`src/rtl/wtosc_pkg.sv`:
```
package wtosc_pkg;

	localparam int TABLE_DEPTH_DEF     = 1024;
	localparam int PHASE_FRAC_BITS_DEF = 16;

	// item kinds carried on tuser
	localparam logic [1:0] OP_TICK     = 2'd0;
	localparam logic [1:0] OP_NOTE_ON  = 2'd1;
	localparam logic [1:0] OP_TABLE_WR = 2'd2;

	// register indexes (paddr[3:2])
	localparam logic [1:0] REG_TABLE_LENGTH = 2'd0;
	localparam logic [1:0] REG_SUSTAIN_GAIN = 2'd1;
	localparam logic [1:0] REG_INVERSE_RATE = 2'd2;

	localparam logic [10:0] TABLE_LENGTH_RST = 11'd40;
	localparam logic [15:0] SUSTAIN_GAIN_RST = 16'd16384;
	localparam logic [31:0] INVERSE_RATE_RST = 32'd97392;

	typedef struct packed {
		logic accept;
		logic wr;
		logic note1;
		logic note2;
		logic note3;
		logic clr_sound;
		logic rd_a;
		logic rd_b;
		logic mul1;
		logic mul2;
		logic mul3;
		logic mod_load_phase;
		logic mod_step;
		logic out_load;
		logic out_zero;
	} dp_cmd_t;

	typedef struct packed {
		logic [1:0] opcode;
		logic       env;
		logic       sounding;
		logic       phase_ge;
		logic       adv_big;
		logic       mod_last;
		logic       out_full;
	} dp_status_t;

	// note frequency in Q16.16 Hz: top octave value shifted down by octave
	function automatic logic [29:0] note_freq(input logic [6:0] note);
		logic [12:0] t;
		logic [3:0]  oct;
		logic [6:0]  base;
		logic [3:0]  semi;
		logic [29:0] top;
		t    = 13'(note) * 13'd43;
		oct  = t[12:9];
		base = 7'(oct) * 7'd12;
		semi = 4'(note - base);
		unique case (semi)
			4'd0:    top = 30'd548668578;
			4'd1:    top = 30'd581294110;
			4'd2:    top = 30'd615859657;
			4'd3:    top = 30'd652480578;
			4'd4:    top = 30'd691279089;
			4'd5:    top = 30'd732384684;
			4'd6:    top = 30'd775934542;
			4'd7:    top = 30'd822074016;
			4'd8:    top = 30'd870957076;
			4'd9:    top = 30'd922746880;
			4'd10:   top = 30'd977616267;
			4'd11:   top = 30'd1035748350;
			default: top = '0;
		endcase
		return top >> (4'd10 - oct);
	endfunction

endpackage

```
`src/rtl/wtosc_ctrl.sv`:
```
module wtosc_ctrl import wtosc_pkg::*; (
	input  logic       clk,
	input  logic       arst_n,
	input  logic       in_valid,
	output logic       in_ready,
	input  logic       out_ready,
	input  dp_status_t st,
	output dp_cmd_t    cmd
);

	typedef enum logic [3:0] {
		S_IDLE,
		S_WR,
		S_NOTE1,
		S_NOTE2,
		S_NOTE3,
		S_TICK,
		S_MOD,
		S_RDB,
		S_MUL1,
		S_MUL2,
		S_MUL3,
		S_OUT
	} state_t;

	state_t state_q, state_d;
	logic   zero_q, zero_d;
	logic   post_q, post_d;

	assign in_ready = (state_q == S_IDLE);

	always_comb begin
		cmd     = '0;
		state_d = state_q;
		zero_d  = zero_q;
		post_d  = post_q;
		unique case (state_q)
			S_IDLE: begin
				if (in_valid) begin
					cmd.accept = 1'b1;
					unique case (st.opcode)
						OP_TICK:     state_d = S_TICK;
						OP_NOTE_ON:  state_d = S_NOTE1;
						OP_TABLE_WR: state_d = S_WR;
						default:     state_d = S_IDLE;
					endcase
				end
			end
			S_WR: begin
				cmd.wr  = 1'b1;
				state_d = S_IDLE;
			end
			S_NOTE1: begin
				cmd.note1 = 1'b1;
				state_d   = S_NOTE2;
			end
			S_NOTE2: begin
				cmd.note2 = 1'b1;
				state_d   = S_NOTE3;
			end
			S_NOTE3: begin
				cmd.note3 = 1'b1;
				state_d   = S_IDLE;
			end
			S_TICK: begin
				if (!st.env || !st.sounding) begin
					cmd.clr_sound = !st.env;
					zero_d        = 1'b1;
					state_d       = S_OUT;
				end else if (st.phase_ge) begin
					// table length shrank: reduce phase first
					cmd.mod_load_phase = 1'b1;
					post_d             = 1'b0;
					state_d            = S_MOD;
				end else begin
					cmd.rd_a = 1'b1;
					zero_d   = 1'b0;
					state_d  = S_RDB;
				end
			end
			S_RDB: begin
				cmd.rd_b = 1'b1;
				state_d  = S_MUL1;
			end
			S_MUL1: begin
				cmd.mul1 = 1'b1;
				post_d   = st.adv_big;
				state_d  = S_MUL2;
			end
			S_MUL2: begin
				cmd.mul2 = 1'b1;
				state_d  = S_MUL3;
			end
			S_MUL3: begin
				cmd.mul3 = 1'b1;
				state_d  = post_q ? S_MOD : S_OUT;
			end
			S_MOD: begin
				cmd.mod_step = 1'b1;
				if (st.mod_last) begin
					state_d = post_q ? S_OUT : S_TICK;
				end
			end
			S_OUT: begin
				if (!st.out_full || out_ready) begin
					cmd.out_load = 1'b1;
					state_d      = S_IDLE;
				end
			end
			default: state_d = S_IDLE;
		endcase
		cmd.out_zero = zero_q;
	end

	always_ff @(posedge clk or negedge arst_n) begin
		if (!arst_n) begin
			state_q <= S_IDLE;
			zero_q  <= 1'b0;
			post_q  <= 1'b0;
		end else begin
			state_q <= state_d;
			zero_q  <= zero_d;
			post_q  <= post_d;
		end
	end

endmodule

```
`config.mk`:
```
export PLATFORM = sky130hd
export DESIGN_NAME = wtosc_ctrl
export DESIGN_NICKNAME = d
export VERILOG_FILES = /design/src/rtl/wtosc_pkg.sv /design/src/rtl/wtosc_ctrl.sv
export SDC_FILE = /design/constraint.sdc
export NUM_CORES = 1
export LEC_CHECK = 0
export ABC_AREA = 1
export BUFFER_PORTS_ARGS = -buffer_cell sky130_fd_sc_hd__buf_2
export CAP_MARGIN = 5
export CORE_UTILIZATION = 36
export CTS_CLUSTER_SIZE = 30
export DETAILED_ROUTE_END_ITERATION = 7
export PLACE_DENSITY = 0.66
export SLEW_MARGIN = 20
export SYNTH_ARGS = -nofsm -noshare
export SYNTH_HDL_FRONTEND = slang
export SYNTH_SLANG_ARGS = --single-unit
```
`constraint.sdc`:
```
create_clock -name clk -period 3.67 [get_ports clk]
set_clock_uncertainty 0.1 [all_clocks]
set_input_delay 0.367 -clock clk [delete_from_list [all_inputs] [get_ports clk]]
set_output_delay 0.367 -clock clk [all_outputs]
set_load 0.01 [all_outputs]
```
# Word-level counts from Yosys, hierarchy flattened
# Cells that the tools add are included.
[op_classes] addsub=0 mul=0 n_div=0 n_lt_le_gt_ge=0 n_eq_ne=19 n_shift=0 muxes=34 n_bitwise=0 reduce_logical=11
[op_table] op="case mux 4 bit (10 select lines)" count=1
[op_table] op="2-to-1 mux 1 bit" count=24
[op_table] op="2-to-1 mux 4 bit" count=6
[op_table] op="equality test 4 x 3 -> 1 bit, second input constant" count=4
[op_table] op="equality test 4 bit, second input constant" count=4
[op_table] op="!= test 2 bit, second input constant" count=5
[op_table] op="case mux 3 bit (3 select lines)" count=1
[op_table] op="equality test 4 x 2 -> 1 bit, second input constant" count=2
[op_table] op="AND reduction 3 bit" count=2
[op_table] op="equality test 4 x 1 -> 1 bit, second input constant" count=1
[op_table] op="logical NOT 4 bit" count=1
[op_table] op="logical NOT 1 bit" count=3
[op_table] op="equality test 2 x 1 -> 1 bit, second input constant" count=1
[op_table] op="equality test 2 bit, second input constant" count=1
[op_table] op="logical NOT 2 bit" count=1
[op_table] op="logical OR 1 bit" count=2
[op_table] op="2-to-1 mux 2 bit" count=1
[op_table] op="!= test 2 x 1 -> 1 bit, second input constant" count=1
[op_table] op="case mux 1 bit (2 select lines)" count=1
[op_table] op="AND reduction 2 bit" count=1
[op_table] op="nonzero test 2 bit" count=1
[totals] register_bits=6 latchBits=0 ram_bits=0 romBits=0 in_bits=12 out_inout_bits=16 word_cells=67 memories=0

# Longest topological paths before layout
# Gate-level depths: netlist (run 1).
[logic_depth] word_depth=4 depth_mapped=9 mapped_depth_nobuf=9

# Worst setup path after synthesis (run 1)
# Ideal clock, no wire load.
[synth_timing] path_kind="register to output" startpoint="register state_q[1]" endpoint="output cmd[3] (netlist bit)" arrival_time_ns=0.970 required_ns=3.203 setup_slack_ns=2.233 path_stages_with_launch=4 path_buffers=0 path_cell_list="dfrtp_1 > nor2_1 > nand3_1 > nor2_1"
[synth_lines] item="start: declaration" line_no="wtosc_ctrl.sv:26" source="state_t state_q, state_d;"
[synth_lines] item="start signal: assignment" line_no="wtosc_ctrl.sv:121" source="state_q <= state_d;"
[synth_lines] item="end: declaration" line_no="wtosc_ctrl.sv:8" source="output dp_cmd_t cmd"

==> metrics.txt, run 1 <==
RSZ-0062 raised after global routing=no; Setup TNS Final=0 ns; sequential area share after synthesis=0.256; Routed WL=~1400 um; Avg Vias per Cell=about 4.5; synthesized area=~600 um^2; # rows=14; setup bufs post-CTS=0; area leader, netlist=dfrtp_1; hold crit path type=in2reg; crit path kind=reg2out; maximum clock insertion buffer count=2; Leakage=0.000547 uW; delay of the slowest critical-path stage=about 0.37 ns; area share of the largest cell type after synthesis=0.256; startpoint types=flop; final net count=149; htree depth=1; clk sinks=6; post-DP HPWL=~1200 um; post-synth net total=approximately 120; Max-cap violations=0; CP cell instances=inv_1 > nor2_1 > nand3_1 > nor2_1 > buf_2; ranking of synthesized cells by area=dfrtp_1 26%, nand2_1 25%, inv_1 12%; fin util=0.509; Tmin final=~1.9 ns; internal power=about 230 uW; IO Count=28; Switching Power=~240 uW; worst vdd ir=292 uV; first-pass GRT wire length=between 2000 and 2500 um; layout cell share with drive strength beyond 1=0.326; cells after synthesis=approximately 110; CTS tree=built; Multi-input gate area=approximately 340 um^2; Storage cell area=between 150 and 200 um^2; GRT overflow=0; fmax=532 MHz; Area growth syn-to-layout=30.7%; antenna violations before repair=0; endpoints failing setup=0; most frequent cells in the layout=39 x nand2_1, 27 x buf_2, 19 x inv_1; Num CTS Buffers=3; Combinational Power Share=0.618; delay-heaviest family, CP=simple AND/OR/NAND/NOR gates; total power draw=471 uW; drt drc=0; fill count=165; WL/cell=roughly 9.5 um; vias post-DR=between 600 and 700; library cells used by synthesis=17; switching share of total power=0.507; sequential power share=0.258; Final GP Congestion=slightly below 0.9; PD cells=slightly above 600 nW/um^2; CP most frequent cell=nor2_1; DIE WIDTH=42.4 um; DIE AREA=~1800 um^2; Worst-Skew Late Latency=roughly 0.24 ns; Final Max Slew Viols=0; WP data arrival=1.41 ns; register bit total from synthesis=6; vias in the first global route=around 630; GRT Util Overall=0.174; Diodes inserted=0; Rel. slew slack=0.789; Syn Area/Cell=5.59 um^2; synth warn=0; Hold Fails Final Rpt=0; CP max-delay cell=dfrtp_1; CP Data Required Time=around 3.2 ns; fin crit share=0.512; commonest non-fill, non-tap cell in the layout=nand2_1; status=complete, no violations; Reg clk slew, reported paths=0.04 ns; Buf/Inv on CP=2; worst-path fanout max=5; input/output buffers=27; final instance count without filler cells=roughly 150; Clock Root Buffer=clkbuf_4; clock power share=0.124; slew at the pin with the worst max-slew slack=roughly 0.32 ns; Die Y=42.4 um; DRT Pass-1 Iters=4; placeable core area=about 1500 um^2; Initial Utilization=0.390; starting DRC count in detailed routing=11; Worst Setup End Kind=primary output; DRT antenna net count=0; largest net degree at the start of global routing=8; DP Cell Count=147
-- metal layers --
metal	share of wire	global-route usage
met4	0	0.0250
met5	0	0
met2	0.49	0.314
met1	0.47	0.214
met3	0.030	0.0388
-- kinds of logic (layout without fill, tap and decap cells) --
| group | after synthesis | count (layout) | share of synthesized area |
|---|---|---|---|
| AND/OR/NAND/NOR | 70 | 70 | 0.533 |
| AO/OA/AOI/OAI | 5 | 5 | 0.0469 |
| buffers and inverters | 24 | 54 | 0.164 |
| flip-flops | 6 | 6 | 0.256 |
-- stage by stage --
step | area [um^2] | worst slack (ns) | hold slack, ns
3_3_place_gp | 734 | 2.14 | 0.0956
5_1_grt | 767 | 1.65 | 0.262
2_1_floorplan | 587 | 2.23 | -0.0286
3_5_place_dp | 734 | 2.07 | 0.0963
6_report | 767 | 1.79 | 0.237
4_1_cts | 767 | 1.80 | 0.239
-- final timing paths --
kind | start | cells after the start | to | slack (ns)
worst min-delay path | st[2] | 3 | post_q | 0.24
worst max register to register | state_q[3] | 8 | state_q[2] | 2.26
max in group asynchronous | arst_n | 2 | state_q[2] | 2.94
worst max-delay path | state_q[0] | 5 | cmd[8] | 1.79
worst min register to register | zero_q | 2 | zero_q | 0.37
min in group asynchronous | arst_n | 2 | state_q[3] | 0.38
-- power by group through the flow --
stage | clock [uW] | combinational [uW] | sequential (uW)
final | 58.3 | 291 | 122
after global placement | 0 | 288 | 121
after global routing | 64.0 | 329 | 126
after CTS | 59.6 | 293 | 121
after floorplan | 0 | 220 | 117
after detailed placement | 0 | 291 | 122
-- area by class of cell --
class | count | share of cell area
multi-input combinational | 75 | 0.444
tap | 16 | 0.0261
sequential | 6 | 0.196
timing repair buffer | 28 | 0.189
clock buffer | 3 | 0.0294
inverter | 23 | 0.116
-- worst reg2reg max path: cells and delay by family (launching register included) --
family / cells / cell delay, ns
and+or+nand+nor: 7 / 0.65
buffers and inverters: 1 / 0.07
DFF: 1 / 0.48
-- cell usage after synthesis --
master and n:
nor3_1 2, nand2_1 39, dfrtp_1 6, nand2_2 2, nand2_4 1, a211oi_1 1, nand4_2 1, nor2_4 1
inv_1 19, buf_4 1, nand3_1 5, nor2_2 5, inv_2 3, o21ai_1 1, o21ai_0 3, inv_4 1
nor2_1 14
-- registers in the layout, summed over array words and instances (netlist names) --
register / flops
state_q: 4
post_q: 1
zero_q: 1
-- what timing repair did --
item	CTS	global route
hold endpoints to repair	6	0
hold buffers	1	0
resized for setup	0	0
Note: power is estimated with default switching activity, not from simulation.
==> inputs of run 2 (changes only) <==
--- a/config.mk
+++ b/config.mk
@@ -11,7 +11,7 @@
 export CORE_UTILIZATION = 36
 export CTS_CLUSTER_SIZE = 30
 export DETAILED_ROUTE_END_ITERATION = 7
-export PLACE_DENSITY = 0.66
+export PLACE_DENSITY = 0.68
 export SLEW_MARGIN = 20
 export SYNTH_ARGS = -nofsm -noshare
 export SYNTH_HDL_FRONTEND = slang
==> constraint.sdc (replaced) <==
create_clock -name clk -period 1.5 [get_ports clk]
set_clock_uncertainty 0.1 [all_clocks]
set_input_delay 0.15 -clock clk [delete_from_list [all_inputs] [get_ports clk]]
set_output_delay 0.15 -clock clk [all_outputs]
set_load 0.01 [all_outputs]
==> metrics.txt, run 2 (same netlist as run 1, synthesis figures left out) <==
Setup TNS Final=-0.0338 ns (was 0 ns); Multi-input gate area=387 um^2 (was 340 um^2); # rows=14 (unchanged); worst vdd ir=863 uV (was 292 uV); WP data arrival=1.27 ns (was 1.41 ns); Final Max Slew Viols=0 (unchanged); CP cell instances=inv_2 > nor2_4 > nand2_1 > inv_1 > buf_2 (was inv_1 > nor2_1 > nand3_1 > nor2_1 > buf_2); post-route cell area=860 um^2 (was 767 um^2); critical path startpoint=state_q[2] (was state_q[0]); fmax=~660 MHz; CP Data Required Time=1.25 ns (was 3.20 ns); Max-cap violations=0 (unchanged); status=finished, violations left (was complete, no violations); Storage cell area=155 um^2 (was 150 um^2); endpoints failing setup=5 (was 0); violated checks=negative setup slack; worst-path fanout max=6 (was 5); Reg clk slew, reported paths=0.04 ns (about the same); post-DP HPWL=1240 um (about the same); DIE AREA=1800 um^2 (unchanged); fin crit share=1.01; Rel. slew slack=0.857 (was 0.789); Leakage=0.000569 uW (was 0.000547 uW); input/output buffers=27 (unchanged); Initial Utilization=0.390 (unchanged); DRT Pass-1 Iters=4 (unchanged); area after detailed placement=734 um^2 (unchanged); most frequent cells in the layout=38 x nand2_1, 27 x buf_2, 17 x inv_1 (was 39 x nand2_1, 27 x buf_2, 19 x inv_1); Routed WL=1640 um (was 1440 um); starting DRC count in detailed routing=14 (was 11); Diodes inserted=0 (unchanged); DRT antenna net count=0 (unchanged); Area growth syn-to-layout=46.5% (was 30.7%); layout cell share with drive strength beyond 1=0.450 (was 0.326); antenna violations before repair=0 (unchanged); Tmin final=1.52 ns; crit path kind=reg2out (unchanged); CTS tree=built (unchanged); maximum clock insertion buffer count=2 (unchanged); Avg Vias per Cell=4.76 (was 4.46); drt drc=0 (unchanged); Worst-Skew Late Latency=0.24 ns (about the same); CP max-delay cell=dfrtp_2 (was dfrtp_1); hold_sp=st[2] (unchanged); top flop regs=state_q x4, post_q x1, zero_q x1 (unchanged); vias post-DR=742 (was 674); Die Y=42.4 um (unchanged); vias in the first global route=668 (was 634); GRT Util Overall=0.189 (was 0.174); Worst Setup End Kind=primary output (unchanged); RSZ-0062 raised after global routing=yes (was no); DIE WIDTH=42.4 um (unchanged); commonest non-fill, non-tap cell in the layout=nand2_1 (unchanged); Hold Fails Final Rpt=0 (unchanged); PD cells=1560 nW/um^2 (was 615 nW/um^2); WL/cell=10.5 um (was 9.51 um); max reg flops=4 (unchanged); htree depth=1 (unchanged); GRT overflow=0 (unchanged); Reg-to-Reg Start=state_q[2] (was state_q[3]); first-pass GRT wire length=2620 um (was 2440 um); startpoint types=flop (unchanged); delay of the slowest critical-path stage=0.41 ns (was 0.37 ns); Top reg by flops=state_q (unchanged); clk sinks=6 (unchanged); Buf/Inv on CP=3 (was 2); slew at the pin with the worst max-slew slack=0.212 ns (was 0.317 ns); placeable core area=1510 um^2 (unchanged); largest net degree at the start of global routing=7 (was 8); WHS=0.0208 ns (was 0.237 ns); Final GP Congestion=0.829 (was 0.869); final net count=154 (was 149); hold crit path type=in2reg (unchanged); delay-heaviest family, CP=flip-flops (was simple AND/OR/NAND/NOR gates); fill count=150 (was 165); Clock Root Buffer=clkbuf_4 (unchanged); Num CTS Buffers=3 (unchanged); IO Count=28 (unchanged); final worst slack=-0.0163 ns (was 1.79 ns)
run 2: repair_timing:
action                                 4_1_cts  5_1_grt
setup endpoints to repair                   11       16
endpoints found under the hold margin        6        0
gates resized for setup                      9       10
hold buffers                                 1        0
setup buffers                                1        4
gates cloned                                 0        0
pin swaps                                    1        3
run 2: final timing paths:
path | to | slack, ns | depth (start not counted)
max | cmd[2] | -0.02 | 5
min | post_q | 0.02 | 3
max reg2reg | state_q[1] | 0.03 | 9
min reg2reg | post_q | 0.37 | 2
max in group asynchronous | state_q[3] | 0.98 | 2
min in group asynchronous | state_q[2] | 0.16 | 2
run 2: worst register-to-register path, cell delays in order (launching register included):
cell	delay, ns
dfrtp_2	0.44
buf_4	0.15
nor2_4	0.14
nand2_4	0.09
buf_4	0.14
o21ai_2	0.11
inv_1	0.05
nand2_1	0.05
nand2_1	0.07
nand2_1	0.07
run 2: routing by layer:
metal  up-vias  part of all wire  track usage
met4         0            0.0085       0.0688
met1       340              0.44        0.242
met2        21              0.52        0.314
met5         -                 0            0
met3         2             0.031       0.0388
li1        379                 -            -
run 2: final cells by class:
| type | count | area share |
|---|---|---|
| clock buffer | 3 | 0.0262 |
| inverter | 23 | 0.103 |
| timing repair buffer | 33 | 0.217 |
| multi-input combinational | 75 | 0.450 |
| sequential | 6 | 0.180 |
| tap | 16 | 0.0233 |
run 2: power breakdown:
part | total [uW] | switching (uW) | internal (uW)
registers | 329 | 92.2 | 237
logic | 868 | 528 | 340
clock network | 143 | 52.8 | 90.1
total | 1340 | 673 | 667
run 2: through the flow:
step | util | total power [uW] | instances | setup slack, ns
floorplan | - | 825 | 105 | 0.189
global placement | 0.488 | 998 | 147 | 0.0902
detailed placement | 0.488 | 1010 | 147 | 0.0801
CTS | 0.532 | 1230 | 152 | -0.0176
global route | 0.571 | 1460 | 156 | -0.102
finish | 0.571 | 1340 | 156 | -0.0163
